**config.mk**
```make
export PLATFORM = sky130hd
export DESIGN_NAME = modular_inverse_top
export DESIGN_NICKNAME = d
export VERILOG_FILES = /design/src/rtl/mi_pkg.sv /design/src/rtl/modular_inverse_top.sv /design/src/rtl/mi_div_step.sv
export SDC_FILE = /design/constraint.sdc
export NUM_CORES = 1
export LEC_CHECK = 0
export ABC_AREA = 1
export ABC_CLOCK_PERIOD_IN_PS = 5500
export BUFFER_PORTS_ARGS = -buffer_cell sky130_fd_sc_hd__buf_2
export CORE_MARGIN = 5
export CORE_UTILIZATION = 55
export CTS_CLUSTER_DIAMETER = 200
export DETAILED_ROUTE_END_ITERATION = 10
export PLACE_DENSITY = 0.83
export SLEW_MARGIN = 20
export SYNTH_ARGS = -nofsm -noshare
export SYNTH_HDL_FRONTEND = slang
export SYNTH_SLANG_ARGS = --single-unit
```
**constraint.sdc**
```tcl
create_clock -name i_clk -period 5.5 [get_ports i_clk]
set_input_delay 0.55 -clock i_clk [delete_from_list [all_inputs] [get_ports i_clk]]
set_output_delay 0.55 -clock i_clk [all_outputs]
set_load 0.03 [all_outputs]
```
**src/rtl/mi_pkg.sv**
```systemverilog
// ----------------------------------------------------------------------------
// Modular inverse package
// Shared word width, request/response types, sequencer states and codes.
// ----------------------------------------------------------------------------
package mi_pkg;

    localparam int MI_WIDTH = 16;
    localparam int MI_CNT_W = $clog2(MI_WIDTH);

    typedef logic [MI_WIDTH-1:0] t_word;

    localparam logic ST_OK   = 1'b0;
    localparam logic ST_FAIL = 1'b1;

    typedef struct packed {
        t_word value;
        t_word modulus;
    } t_mi_req;

    typedef struct packed {
        t_word inverse;
        logic  status;
    } t_mi_rsp;

    // working set of the shift-subtract divider with coefficient accumulate
    typedef struct packed {
        t_word part;
        t_word dvd;
        t_word acc;
    } t_mi_div;

    typedef enum logic [5:0] {
        S_IDLE   = 6'b000001,
        S_CHECK  = 6'b000010,
        S_DIV    = 6'b000100,
        S_UPDATE = 6'b001000,
        S_FIX    = 6'b010000,
        S_OUT    = 6'b100000
    } t_state;

endpackage

```
**src/rtl/modular_inverse_top.sv**
```systemverilog
// ----------------------------------------------------------------------------
// Modular inverse top level
// Extended Euclid inverse with one shared bit-serial divide step unit.
//
// Channel   Direction  Handshake       Payload
// request   in         start, busy     i_req  (value, modulus)
// response  out        o_done strobe   o_rsp  (inverse, status)
//
// Each Euclid round runs MI_WIDTH divide steps in the shared step unit, one
// coefficient update and one loop test. Trivial operands (value or modulus
// one, zero operand) are answered straight from idle, without a round.
// Reset is synchronous and active low; no clearing pass is needed.
// busy is high while a request is at work; the response is never stalled.
// ----------------------------------------------------------------------------
module modular_inverse_top (
    input  logic            i_clk,
    input  logic            i_rst_n,
    input  logic            start,
    output logic            busy,
    input  mi_pkg::t_mi_req i_req,
    output logic            o_done,
    output mi_pkg::t_mi_rsp o_rsp
);
    import mi_pkg::*;

    t_state              r_state;
    t_word               r_mod;
    t_word               r_cur;
    t_word               r_rem;
    t_word               r_keep;
    t_word               r_next;
    logic                r_neg;
    t_mi_div             r_div;
    logic [MI_CNT_W-1:0] r_cnt;
    logic                r_done;
    t_mi_rsp             r_rsp;

    t_mi_div             n_div;
    t_word               n_fix;
    t_word               n_out;

    mi_div_step u_step (
        .i_cur     (r_div),
        .i_divisor (r_rem),
        .i_mult    (r_next),
        .o_nxt     (n_div)
    );

    always_comb begin
        n_fix = (r_neg && (r_keep != '0)) ? (r_mod - r_keep) : r_keep;
        n_out = (r_keep >= r_mod) ? (r_keep - r_mod) : r_keep;
    end

    always_ff @(posedge i_clk) begin
        if (!i_rst_n) begin
            r_state <= S_IDLE;
            r_done  <= 1'b0;
        end else begin
            r_done <= 1'b0;
            unique case (r_state)
                S_IDLE: begin
                    if (start) begin
                        r_mod  <= i_req.modulus;
                        r_cur  <= i_req.value;
                        r_rem  <= i_req.modulus;
                        r_keep <= t_word'(1);
                        r_next <= '0;
                        r_neg  <= 1'b0;
                        if (i_req.modulus == t_word'(1) || i_req.value == t_word'(1)) begin
                            r_rsp  <= '{inverse: t_word'(1), status: ST_OK};
                            r_done <= 1'b1;
                        end else if (i_req.value == '0 || i_req.modulus == '0) begin
                            r_rsp  <= '{inverse: '0, status: ST_FAIL};
                            r_done <= 1'b1;
                        end else begin
                            r_state <= S_CHECK;
                        end
                    end
                end
                S_CHECK: begin
                    if (r_cur == '0 || (r_cur > t_word'(1) && r_rem == '0)) begin
                        r_rsp   <= '{inverse: '0, status: ST_FAIL};
                        r_done  <= 1'b1;
                        r_state <= S_IDLE;
                    end else if (r_cur == t_word'(1)) begin
                        r_state <= S_FIX;
                    end else begin
                        r_div   <= '{part: '0, dvd: r_cur, acc: '0};
                        r_cnt   <= '0;
                        r_state <= S_DIV;
                    end
                end
                S_DIV: begin
                    r_div <= n_div;
                    r_cnt <= r_cnt + 1'b1;
                    if (r_cnt == MI_CNT_W'(MI_WIDTH - 1)) begin
                        r_state <= S_UPDATE;
                    end
                end
                S_UPDATE: begin
                    r_cur   <= r_rem;
                    r_rem   <= r_div.part;
                    r_keep  <= r_next;
                    r_next  <= r_keep + r_div.acc;
                    r_neg   <= ~r_neg;
                    r_state <= S_CHECK;
                end
                S_FIX: begin
                    r_keep  <= n_fix;
                    r_state <= S_OUT;
                end
                S_OUT: begin
                    r_rsp   <= '{inverse: n_out, status: ST_OK};
                    r_done  <= 1'b1;
                    r_state <= S_IDLE;
                end
                default: begin
                    r_state <= S_IDLE;
                end
            endcase
        end
    end

    assign busy   = (r_state != S_IDLE);
    assign o_done = r_done;
    assign o_rsp  = r_rsp;

    a_done_idle: assert property (@(posedge i_clk) disable iff (!i_rst_n)
        o_done |-> !busy)
        else $error("response strobe while busy");

    a_fail_zero: assert property (@(posedge i_clk) disable iff (!i_rst_n)
        (o_done && o_rsp.status == ST_FAIL) |-> (o_rsp.inverse == '0))
        else $error("failed request with nonzero inverse");

    a_in_range: assert property (@(posedge i_clk) disable iff (!i_rst_n)
        (o_done && o_rsp.status == ST_OK && r_mod > t_word'(1)) |-> (o_rsp.inverse < r_mod))
        else $error("inverse not reduced below modulus");

    a_accept: assert property (@(posedge i_clk) disable iff (!i_rst_n)
        (start && !busy) |=> (busy || o_done))
        else $error("request dropped");

endmodule

```
**src/rtl/mi_div_step.sv**
```systemverilog
// ----------------------------------------------------------------------------
// Modular inverse divide step
// One restoring division step; the quotient bit is folded into the
// coefficient product by shift-and-add.
// ----------------------------------------------------------------------------
module mi_div_step (
    input  mi_pkg::t_mi_div i_cur,
    input  mi_pkg::t_word   i_divisor,
    input  mi_pkg::t_word   i_mult,
    output mi_pkg::t_mi_div o_nxt
);
    import mi_pkg::*;

    logic [MI_WIDTH:0] ext;
    logic [MI_WIDTH:0] diff;
    logic              take;

    always_comb begin
        ext   = {i_cur.part, i_cur.dvd[MI_WIDTH-1]};
        diff  = ext - {1'b0, i_divisor};
        take  = (ext >= {1'b0, i_divisor});
        o_nxt.part = take ? diff[MI_WIDTH-1:0] : ext[MI_WIDTH-1:0];
        o_nxt.dvd  = {i_cur.dvd[MI_WIDTH-2:0], 1'b0};
        o_nxt.acc  = {i_cur.acc[MI_WIDTH-2:0], 1'b0} + (take ? i_mult : '0);
    end

endmodule
```
# Yosys cells after proc, flatten, opt, wreduce, memory -nomap -nowiden
# Index checks and enable logic that the tools add are counted.
# classes
addsub	6
order_cmp	3
eq_ne	20
n_mux	37
n_bitwise	1
n_reduce_logical	20
# ops
cell	count
two-way mux 16 bit	8
two-way mux 48 bit	2
case mux 16 bit (2 select lines)	3
case mux 48 bit (2 select lines)	1
two-way mux 17 bit	4
logical NOT 16 bit	4
case mux 17 bit (3 select lines)	1
== test 16 x 1 -> 1 bit (second input constant)	3
case mux 16 bit (3 select lines)	1
subtractor 16 bit	3
adder 16 bit	2
case mux 6 bit (5 select lines)	1
two-way mux 6 bit	4
greater-or-equal comparator 17 x 16 -> 1 bit	1
greater-or-equal comparator 16 bit	1
greater-than comparator 16 x 1 -> 1 bit (second input constant)	1
inequality test 2 bit (second input constant)	8
nonzero test 16 bit	1
AND reduction 4 bit	3
two-way mux 5 bit	2
two-way mux 4 bit	2
case mux 4 bit (2 select lines)	1
== test 6 x 1 -> 1 bit (second input constant)	1
== test 6 x 2 -> 1 bit (second input constant)	1
other kinds (18)	28
# totals
ff_bits	157
in_bits	35
word_cells	101

# Depth between registers and ports, before layout
# Gate-level depths: netlist (run 1).
# depth
ltp_word	6
mapped_depth	24
ltp_nobuf	23

# By module
# From an unflattened synthesis (run 1), not the netlist that was laid out.
# hier_totals
cells_unflattened	1510
hier_area_um2	11591.1
# modules_own_cells
module	n_inst	cells_each	area_per_inst_um2	seq_area_each_um2
modular_inverse_top	1	1151	9519.1	4644.5
mi_div_step	1	359	2072.0	0.0

# Least setup slack after synthesis (run 1)
# OpenSTA, ideal clock, no wires.
# synth_path
path_kind	flip-flop to flip-flop
start	register r_state[4]
end	register r_cur[0] (enable)
arrival_time_ps	4575
setup_slack_ps	409
stages_incl_launch_ff	6
path_cell_list	dfxtp_1 -> nor2_1 -> nand4_1 -> nand2_1 -> inv_1 -> nor3_1
# synth_between
elab_chain_cells	3
elab_cells_between_ends	5
# synth_lines
element	line_no	source
start, declared	modular_inverse_top.sv:26	t_state r_state;
start signal, assigned	modular_inverse_top.sv:56	r_state <= S_IDLE;
start signal, assigned	modular_inverse_top.sv:76	r_state <= S_CHECK;
start signal, assigned	modular_inverse_top.sv:84	r_state <= S_IDLE;
== test 6 x 1 -> 1 bit or == test 6 x 4 -> 1 bit (tied branches)	modular_inverse_top.sv:60	unique case (r_state)
inequality test 2 bit (no source line) or nonzero test 2 bit (tied branches)	--	
AND reduction 3 bit (no source line) (*)	--	
end signal, assigned	modular_inverse_top.sv:64	r_cur <= i_req.value;
end signal, assigned	modular_inverse_top.sv:101	r_cur <= r_rem;
end, declared	modular_inverse_top.sv:28	t_word r_cur;
# Every way passes the cells marked *; elsewhere a longest branch is shown, timed or not.
# A chain may end at the register's enable or synchronous reset.

# Worst setup path in the final report (run 1)
# layout_path
start	register r_div[39] (netlist name)
end	register r_div[15] (netlist name) (data pin)
# layout_between
elab_chain_cells	4
# layout_lines
element	line_no	source
start, declared	modular_inverse_top.sv:33	t_mi_div r_div;
start signal, assigned	modular_inverse_top.sv:88	r_div <= '{part: '0, dvd: r_cur, acc: '0};
start signal, assigned	modular_inverse_top.sv:94	r_div <= n_div;
greater-or-equal comparator 17 x 16 -> 1 bit	mi_div_step.sv:21	take = (ext >= {1'b0, i_divisor});
two-way mux 16 bit	mi_div_step.sv:24	o_nxt.acc = {i_cur.acc[MI_WIDTH-2:0], 1'b0} + (take ? i_mult : '0);
adder 16 bit	mi_div_step.sv:24	
case mux 48 bit (2 select lines)	modular_inverse_top.sv:60	
# Every way passes these cells.

==> results.txt, run 1 <==
* Synthesized-area fraction occupied by and/or/nand/nor cells: approximately 20%
* H-tree depth: 4
* CTS tree: built
* Avg Cell Area, Syn: between 8 and 9 µm²
- Cells with a size suffix above 1 make up under 10% of the layout.
- Core Box Area: between 15000 and 20000 µm²
* Startpoint of the worst-slack reg-to-reg timing path: r_div[39]
- Global routing used between 3 and 4% of the available met3 tracks.
- Buffers inserted during clock tree synthesis total 17.
- The tightest min-delay check is of the in -> reg type.
* Transition time of the tightest slew-check pin: 0.982 ns
- Largest cells by area after synthesis: edfxtp_1 43%, ha_1 9.2%, nand2_1 8.7%
- Y dimension of the die: between 100 and 150 µm
* Buffers from clock root to sink, at most: 2
* Number of placement rows: 50
- Final min period: between 3 and 4 ns
* Total nets after synthesis: 1392
- The top cell type by area accounts for 42.8% of the synthesized area.
- Synthesis-to-finish area growth: 10.0%
- Pins Over Slew Limit: 0
* Number of vias after detailed routing: between 8000 and 9000
* Number of different library cells in the post-synthesis netlist: 46
* Number of nets in the layout: 1437
- In the synthesized netlist the async set-or-reset flop fraction comes to 0%.
- Dominant register cell in the synthesized netlist: edfxtp_1
* Proportion of synthesized area in mux cells: 0%
- The congestion estimate from routability-driven global placement came to between 0.9 and 1.
- Number of ports placed on the die boundary: between 50 and 60
- Of all nets on the critical path, the largest fanout is 34.
- Yosys Warn Count: 0
* Nature of the critical path startpoint: flip-flop
* Most Crowded Layer GR: met2
- Maximum number of pins on one net before global-route repair: between 60 and 70
- Synthesized instance count: roughly 1300
* Relative slew margins: between 30% and 40%
- Half-perimeter wire length after detailed placement: roughly 21 mm
- Worst Setup Slack, final: 1.58 ns
- After the first detailed-routing iteration, the DRC count stood at 886.
- The floorplan step defined a die boundary enclosing 22000 µm².
* Power Total: approximately 4.7 mW
* Routed vias/inst: 5.70
- Quantity of gates resized following cts: 0
* Period utilization: between 70% and 80%
* Worst-path clk slew: 0.07 ns
- Unrepaired setup endpoints after global routing: false
- Met1 Resource Use GR: a little over a third
* Share of the synthesized area in compound gates (AO/OA/AOI/OAI): 15.3%
- Setup violations remaining at the end of the flow were counted as 0.
- Most frequent cells in the layout: 244 x nand2_1, 164 x inv_1, 161 x nor2_1, 150 x edfxtp_1, 110 x a21oi_1
- Highest Clock Rate: roughly 250 MHz
* Worst-case setup slack after placement: 1.63 ns
- At the worst endpoint, the required time is around 5.7 ns.
* Most frequent standard cell in the layout excluding fill and tap cells: nand2_1
* Clk_skew: 0.0101 ns
- In the final routed layout, each cell accounts on average for between 15 and 20 µm.
- Once the floorplan was initialized, standard cells occupied between 50% and 60% of the core.
- In this run the horizontal extent of the chip is 148 µm.
- For this run the aggregate overflow at the end of global routing stands at 0.
- The finished cells cover ~12000 µm².
- Area of the mapped netlist: approximately 11000 µm²
* Cell type contributing the most total cell area after synthesis: edfxtp_1
- In this run the cell area measured after placement is ~11000 µm².
- Path type of the worst setup path: reg -> reg
- Maximum VDD drop: 0.000270 V
* Worst hold slack after final layout: 0.337 ns
- The count of nets left with antenna violations once routing finished came out at 0.
- After Yosys synthesis, XOR and XNOR cells account for around 2.4% of the synthesized area.
- The most critical setup path has its startpoint at r_div[39].
- Clock sink count: 157
* Synthesized flop and latch total: 157
- The worst setup path is captured at a flip-flop.
- Dividing total power by cell area gives a power density of between 400 and 500 nW/µm².
- For this run, design rule violations remaining after detail routing come to 0.
* Worst min-delay path startpoint: i_req[4]
* Vias in the first global route: roughly 8500
- In the global route stage, met2 resource usage came out at about two fifths.
- Arrival time of data at the critical path endpoint: 4.13 ns
- Number of enable flip-flop cells after synthesis: 150
* Pre-Repair DR Iteration Count: 5
* Max Cap Viol: 0
- The flow ran to the end, and the final reports show no timing, DRC or antenna violations.
- The filler cells instantiated in the layout total around 1600.
* Final antenna diode count: 0
- Largest family of logic cells by synthesized area: simple AND/OR/NAND/NOR gates
- Clock latency on the worst-skew pair, taken at its later pin, is around 0.45 ns.
* Number of hold violations in the final report: 0
- Aggregate negative setup slack: 0 ns
- WL final: about 27 mm
- The first global-routing pass estimated ~43 mm of wire.
* Adder and majority gate portion of the synthesized area: just over 10%
- Static power due to leakage: 5.11 nW
- During placement, the flow inserted port buffers numbering 53.
* Total global routing track utilization: around a quarter
* Number of antenna violations at the first check in global routing: 0
* Share of synthesized area occupied by flip-flops and latches: between 40% and 50%
* Post-CTS Hold Fix Bufs: 0
- Setup Buffers After CTS: 0
* CTS root buf: clkbuf_16
flip-flops by register name, indices dropped and copies added, names as in the netlist:
| signal | flops |
|---|---|
| o_done | 1 |
| r_keep | 16 |
| r_state | 6 |
| r_rem | 16 |
| r_next | 16 |
| r_div | 48 |
| r_cur | 16 |
| r_neg | 1 |
| o_rsp | 17 |
| r_cnt | 4 |
| r_mod | 16 |
metal layers:
metal  vias up  share of wire, %  routed length, µm
li1       4420                 -                  -
met1      4115                44              12000
met2       353                46              12500
met3        45               7.3               1990
met4         0               2.6                714
met5         -                 0                  0
synthesized netlist by cell type (7+ instances only):
| master | instances |
|---|---|
| xnor2_1 | 8 |
| inv_1 | 166 |
| nand4_1 | 16 |
| nand3_1 | 49 |
| o21a_1 | 9 |
| nor2_1 | 161 |
| inv_2 | 7 |
| a21oi_2 | 8 |
| o21ai_1 | 38 |
| o22ai_1 | 9 |
| o21ai_0 | 98 |
| clkbuf_1 | 9 |
| dfxtp_1 | 7 |
| buf_2 | 14 |
| ha_1 | 77 |
| edfxtp_1 | 150 |
| nor3_1 | 9 |
| a21oi_1 | 110 |
| xor2_1 | 21 |
| nand2_1 | 244 |
worst max-delay path, stage by stage (launching register included):
cell	delay (ns)
edfxtp_1	0.45
ha_1	0.36
nand2_1	0.12
inv_1	0.05
a21oi_1	0.21
nand3_2	0.16
nand2_1	0.10
nand2_2	0.37
inv_2	0.38
nor2_1	0.09
ha_1	0.21
fa_1	0.40
nand3_1	0.10
nand2_1	0.12
nand3_1	0.09
nand2_1	0.08
nand3_1	0.07
nand4_1	0.10
a21oi_1	0.14
nor2_1	0.06
metrics by stage:
step	util, %	std cells
5_1_grt	61.7	1567
4_1_cts	61.7	1567
6_report	61.7	1567
3_3_place_gp	58.3	1535
3_5_place_dp	58.3	1535
2_1_floorplan	-	1275
path summary, 6_finish.rpt:
kind | to | slack, ns | cells after the start
setup / recovery | r_div[15] | 1.58 | 19
hold / removal | r_mod[4] | 0.34 | 1
hold reg to reg | r_div[18] | 0.53 | 2
setup reg to reg | r_div[15] | 1.58 | 19
area by class of cell:
cell class | count | area (µm²) | share of cell area [%]
Inverter | 174 | 653 | 5.64
Timing Repair Buffer | 58 | 303 | 2.61
Multi-Input combinational cell | 912 | 5060 | 43.7
Tap cell | 234 | 293 | 2.53
Sequential cell | 157 | 4640 | 40.1
Clock buffer | 17 | 425 | 3.67
Clock inverter | 15 | 206 | 1.78
report_power, final:
part	leakage, nW	switching [mW]	internal (mW)
registers	1.48	0.146	1.57
clock network	0.304	0.600	0.627
logic	3.32	1.24	0.556
cells by family (layout without fill, tap and decap cells):
logic type	Yosys count	in the layout
AO/OA/AOI/OAI	297	297
XOR/XNOR	29	29
adder cells (fa/ha/maj)	82	82
buffers and inverters	206	264
flip-flops	157	157
AND/OR/NAND/NOR	504	504
Power figures use the tool's default switching activity.
==> inputs of run 2 (changes only) <==
Settings changed: ABC_AREA 1 to 0, ABC_CLOCK_PERIOD_IN_PS 5500 to 3900.
Clock period 5.5 ns to 3.9 ns, I/O delays scaled along.
==> run 2 against run 1 <==
Routed wire length decreased by 0.93%. Final area increased by 2.1%. Clock power increased by 48%. Final cell count decreased by 12%. Non-clock buffer count increased by 32. Flip-flop and latch count unchanged. Largest power group is now registers. Highest routed layer unchanged.
==> results.txt, run 2 <==
- The flow ran to the end, and the final reports show no timing, DRC or antenna violations.
* Number of ports placed on the die boundary: 54 (unchanged)
* H-tree depth: 4 (unchanged)
- The number of nets at the end of the flow is 1249 (-13%).
* Synthesized flop and latch total: 157 (unchanged)
- Share of cells above drive strength 1: 15.5% (+6.3 points)
- WL final: 26.9 mm (-0.93%)
- The maximum buffer depth of the clock tree was 2 (unchanged).
- Number of vias after detailed routing: 8488 (-5.0%)
- The biggest area contributor in the post-synthesis netlist is edfxtp_1.
* Startpoint of the worst-slack reg-to-reg timing path: r_rem[12]
* Highest Clock Rate: 260 MHz (+2.1%)
- Avg Cell Area, Syn: 9.72 µm² (+18%)
- Worst skew pair latency: 0.44 ns (about the same)
* Series of cell instances along the critical path: inv_2, ha_4, a21o_1, a21o_1, a21o_1, a211oi_4, nand2_4, and2_4, buf_4, fa_2, a21o_1, a221oi_4, a21oi_2, a41oi_2, o21ai_2, nand3_1, a21oi_2
- Capturing element type of the critical path: flip-flop
- Half-perimeter wire length after detailed placement: 19.6 mm (-6.2%)
- The post-synth design cell area was 10300 µm² (-2.2%).
- Transition time of the tightest slew-check pin: 1.10 ns (+0.122 ns)
- Total non-filler cell area in the finished layout: 11800 µm² (+2.1%)
- Power per Cell Area: 413 nW/µm² (+0.90%)
- Cells after DPL: 1333 (-13%)
- Power Total: 4.88 mW (+3.0%)
* List of most frequent post-synthesis cells: 175 x nand2_1, 150 x edfxtp_1, 80 x nor2_1
- TritonCTS built the clock tree.
- Residual overflow from global routing: 0 (unchanged)
- Final antenna diode count: 0 (unchanged)
- Critical path capture point: r_div[15]
- Y dimension of the die: 147 µm (-1.0%)
* Post-Layout Cell Count: 1379 (-12%)
* Final setup fails: 0 (unchanged)
- After synthesis, the cell types taking the most area are edfxtp_1 44%, ha_1 9.4%, nand2_1 6.4%.
- In the layout the commonest cells are 175 x nand2_1, 150 x edfxtp_1, 80 x nor2_1, 69 x ha_1, 67 x inv_1.
- The number of hold buffers added after CTS came to 0 (unchanged).
- The total of max-cap violations was 0 (unchanged).
- The worst max-slew margin expressed relative to the limit was 26.4% (-8.1 points).
* Aggregate negative setup slack: 0 ns (unchanged)
- The tree is rooted in a clkbuf_16.
- The most used flip-flop cell after synthesis is edfxtp_1.
- Compared with the post-synthesis result, the final layout area differs by 14.8%.
- The detailed-route vias per instance is 6.16 (+8.0%).
- The total routing resource utilization after global routing was 24.8% (-0.37 points).
- Core Box Area: 18600 µm² (-1.0%)
* Unrepaired setup endpoints after global routing: true
- Cell depth of the worst flop-to-flop path: 17 (-2)
- The number of global-route vias before repair was 8245 (-3.2%).
* Die area: 21600 µm² (-2.0%)
- Start point of the critical path: r_rem[12]
- Total nets after synthesis: 1176 (-16%)
* Worst hold slack after final layout: 0.166 ns (-0.170 ns)
- Worst path max stage delay: 0.42 ns (-0.03 ns)
* Number of DRC violations after detailed-routing iteration 0: 890 (+0.45%)
- Clock sink count: 157 (unchanged)
* Starting utilization of the core area: 55.4% (-0.67 points)
- Slack of the worst reg-to-reg path: 0.05 ns (-1.52 ns)
- The utilization after layout was 63.6% (+1.9 points).
- The largest driver fanout on the critical path came to 5 (-85%).
- Most frequent standard cell in the layout excluding fill and tap cells: nand2_1
- Area post-placement: 10900 µm² (about the same)
* Most instantiated library cell after synthesis: nand2_1
- Maximum number of pins on one net before global-route repair: 63 (+3.3%)
- Max FFs per register: 48 (unchanged)
* Maximum VDD drop: 0.000263 V (-2.6%)
* Number of antenna violations at the first check in global routing: 0 (unchanged)
* Pins Over Slew Limit: 0 (unchanged)
- The sequential area share after synthesis was 45.1% (+0.98 points).
* Nature of the critical path startpoint: flip-flop
- End of the worst register-to-register path: r_div[15]
- Antenna-violating nets left: 0 (unchanged)
- Worst min-delay path category: in -> reg
- The number of flops mapped to enable cells by yosys came to 150 (unchanged).
- Clk_skew: 0.00887 ns (-0.00123 ns)
* Required time at the worst-slack endpoint: 4.07 ns (-1.63 ns)
- DRC errors left: 0 (unchanged)
- The placement-stage worst setup slack is -0.116 ns (-1.74 ns).
- The detailed-route wire length per cell is 19.5 µm (+13%).
- Cell repeated most along the worst path: a21o_1
- Worst Setup Slack, final: 0.0541 ns (-1.52 ns)
- The area share of the largest cell type after synthesis was 43.7% (+0.95 points).
* Synth async-reset ratio: 0% (unchanged)
- The clock input transition at the sequential cells of the worst setup and hold paths came to 0.07 ns (about the same).
* Synthesized instance count: 1059 (-17%)
* Number of hold violations in the final report: 0 (unchanged)
- The global placer's final weighted congestion is 0.945 (+0.23%).
- First-pass GRT wire length: 42.6 mm (-1.9%)
- Among all stages on the critical path, the largest delay is contributed by edfxtp_1.
- The number of distinct library cells after synthesis is 71 (+54%).
- Yosys Warn Count: 0 (unchanged)
- Count of buffers from port buffering: 53 (unchanged)
- Pre-Repair DR Iteration Count: 5 (unchanged)
- The number of cell rows was 50 (unchanged).
- The final period demand of the worst path is 3.85 ns (-0.0790 ns).
- Ranked by flip-flop count, first place goes to r_div.
- The part of the cycle the worst path needs came to 98.6% (+27 points).
- Static power due to leakage: 4.90 nW (-4.0%)
* Arrival time of data at the critical path endpoint: 4.02 ns (-0.11 ns)
- Number of buffers added by the clock tree synthesis step: 17 (unchanged)
- The die span in x came to 147 µm (-1.0%).
- The worst setup path is of the reg -> reg kind.
## run 2: critical path: cells and delay by family (launching register included)
family / cells / cell delay [ns]
flip-flops: 1 / 0.42
AO/OA/AOI/OAI: 10 / 1.98
AND/OR/NAND/NOR: 3 / 0.39
buffers and inverters: 2 / 0.24
adder cells (fa/ha/maj): 2 / 0.55
## run 2: cell families after synthesis
group           after synthesis  synth area share (%)
compound gates              251                  16.7
fa+ha+maj                    82                  10.3
mux                          14                  1.36
buf+inv                     105                  4.24
flops                       157                  45.1
xor+xnor                     46                  3.91
simple gates                404                  18.3
## run 2: repair_timing
item,in CTS,in global routing
gates resized for setup,7,17
pin swaps,13,20
setup endpoints to repair,5,7
endpoints found under the hold margin,0,0
buffers inserted,6,8
## run 2: how the worst min path moves through the flow
stage	start	to	slack [ns]	depth (start not counted)
2_1_floorplan	r_div[16]	r_div[17]	0.48	2
3_3_place_gp	r_div[21]	r_div[22]	0.49	2
3_5_place_dp	r_div[19]	r_div[20]	0.50	2
4_1_cts	i_req[0]	r_mod[0]	0.16	1
5_1_grt	i_req[0]	r_mod[0]	0.17	1
6_report	i_req[0]	r_mod[0]	0.17	1
## run 2: metal layers
layer	GRT usage (%)	share of wire, %	vias to the layer above
li1	-	-	3976
met1	32.8	41	3988
met2	39.5	46	438
met3	5.15	9.1	86
met4	11.0	4.2	0
met5	0	0	-
## run 2: area by class of cell
cell class,count,area (µm²)
multi-input cells,797,5410
well taps,234,293
clock inverters,15,220
clock buffers,17,425
fillers,1402,6760
repair buffers,90,572
flip-flops and latches,157,4640
inverters,69,259
## run 2: power breakdown
part           switching, mW  leakage [nW]  internal, mW  total (mW)
logic                  0.615          3.11         0.412        1.03
registers             0.0802          1.47          1.95        2.03
clock network          0.775         0.316          1.04        1.82
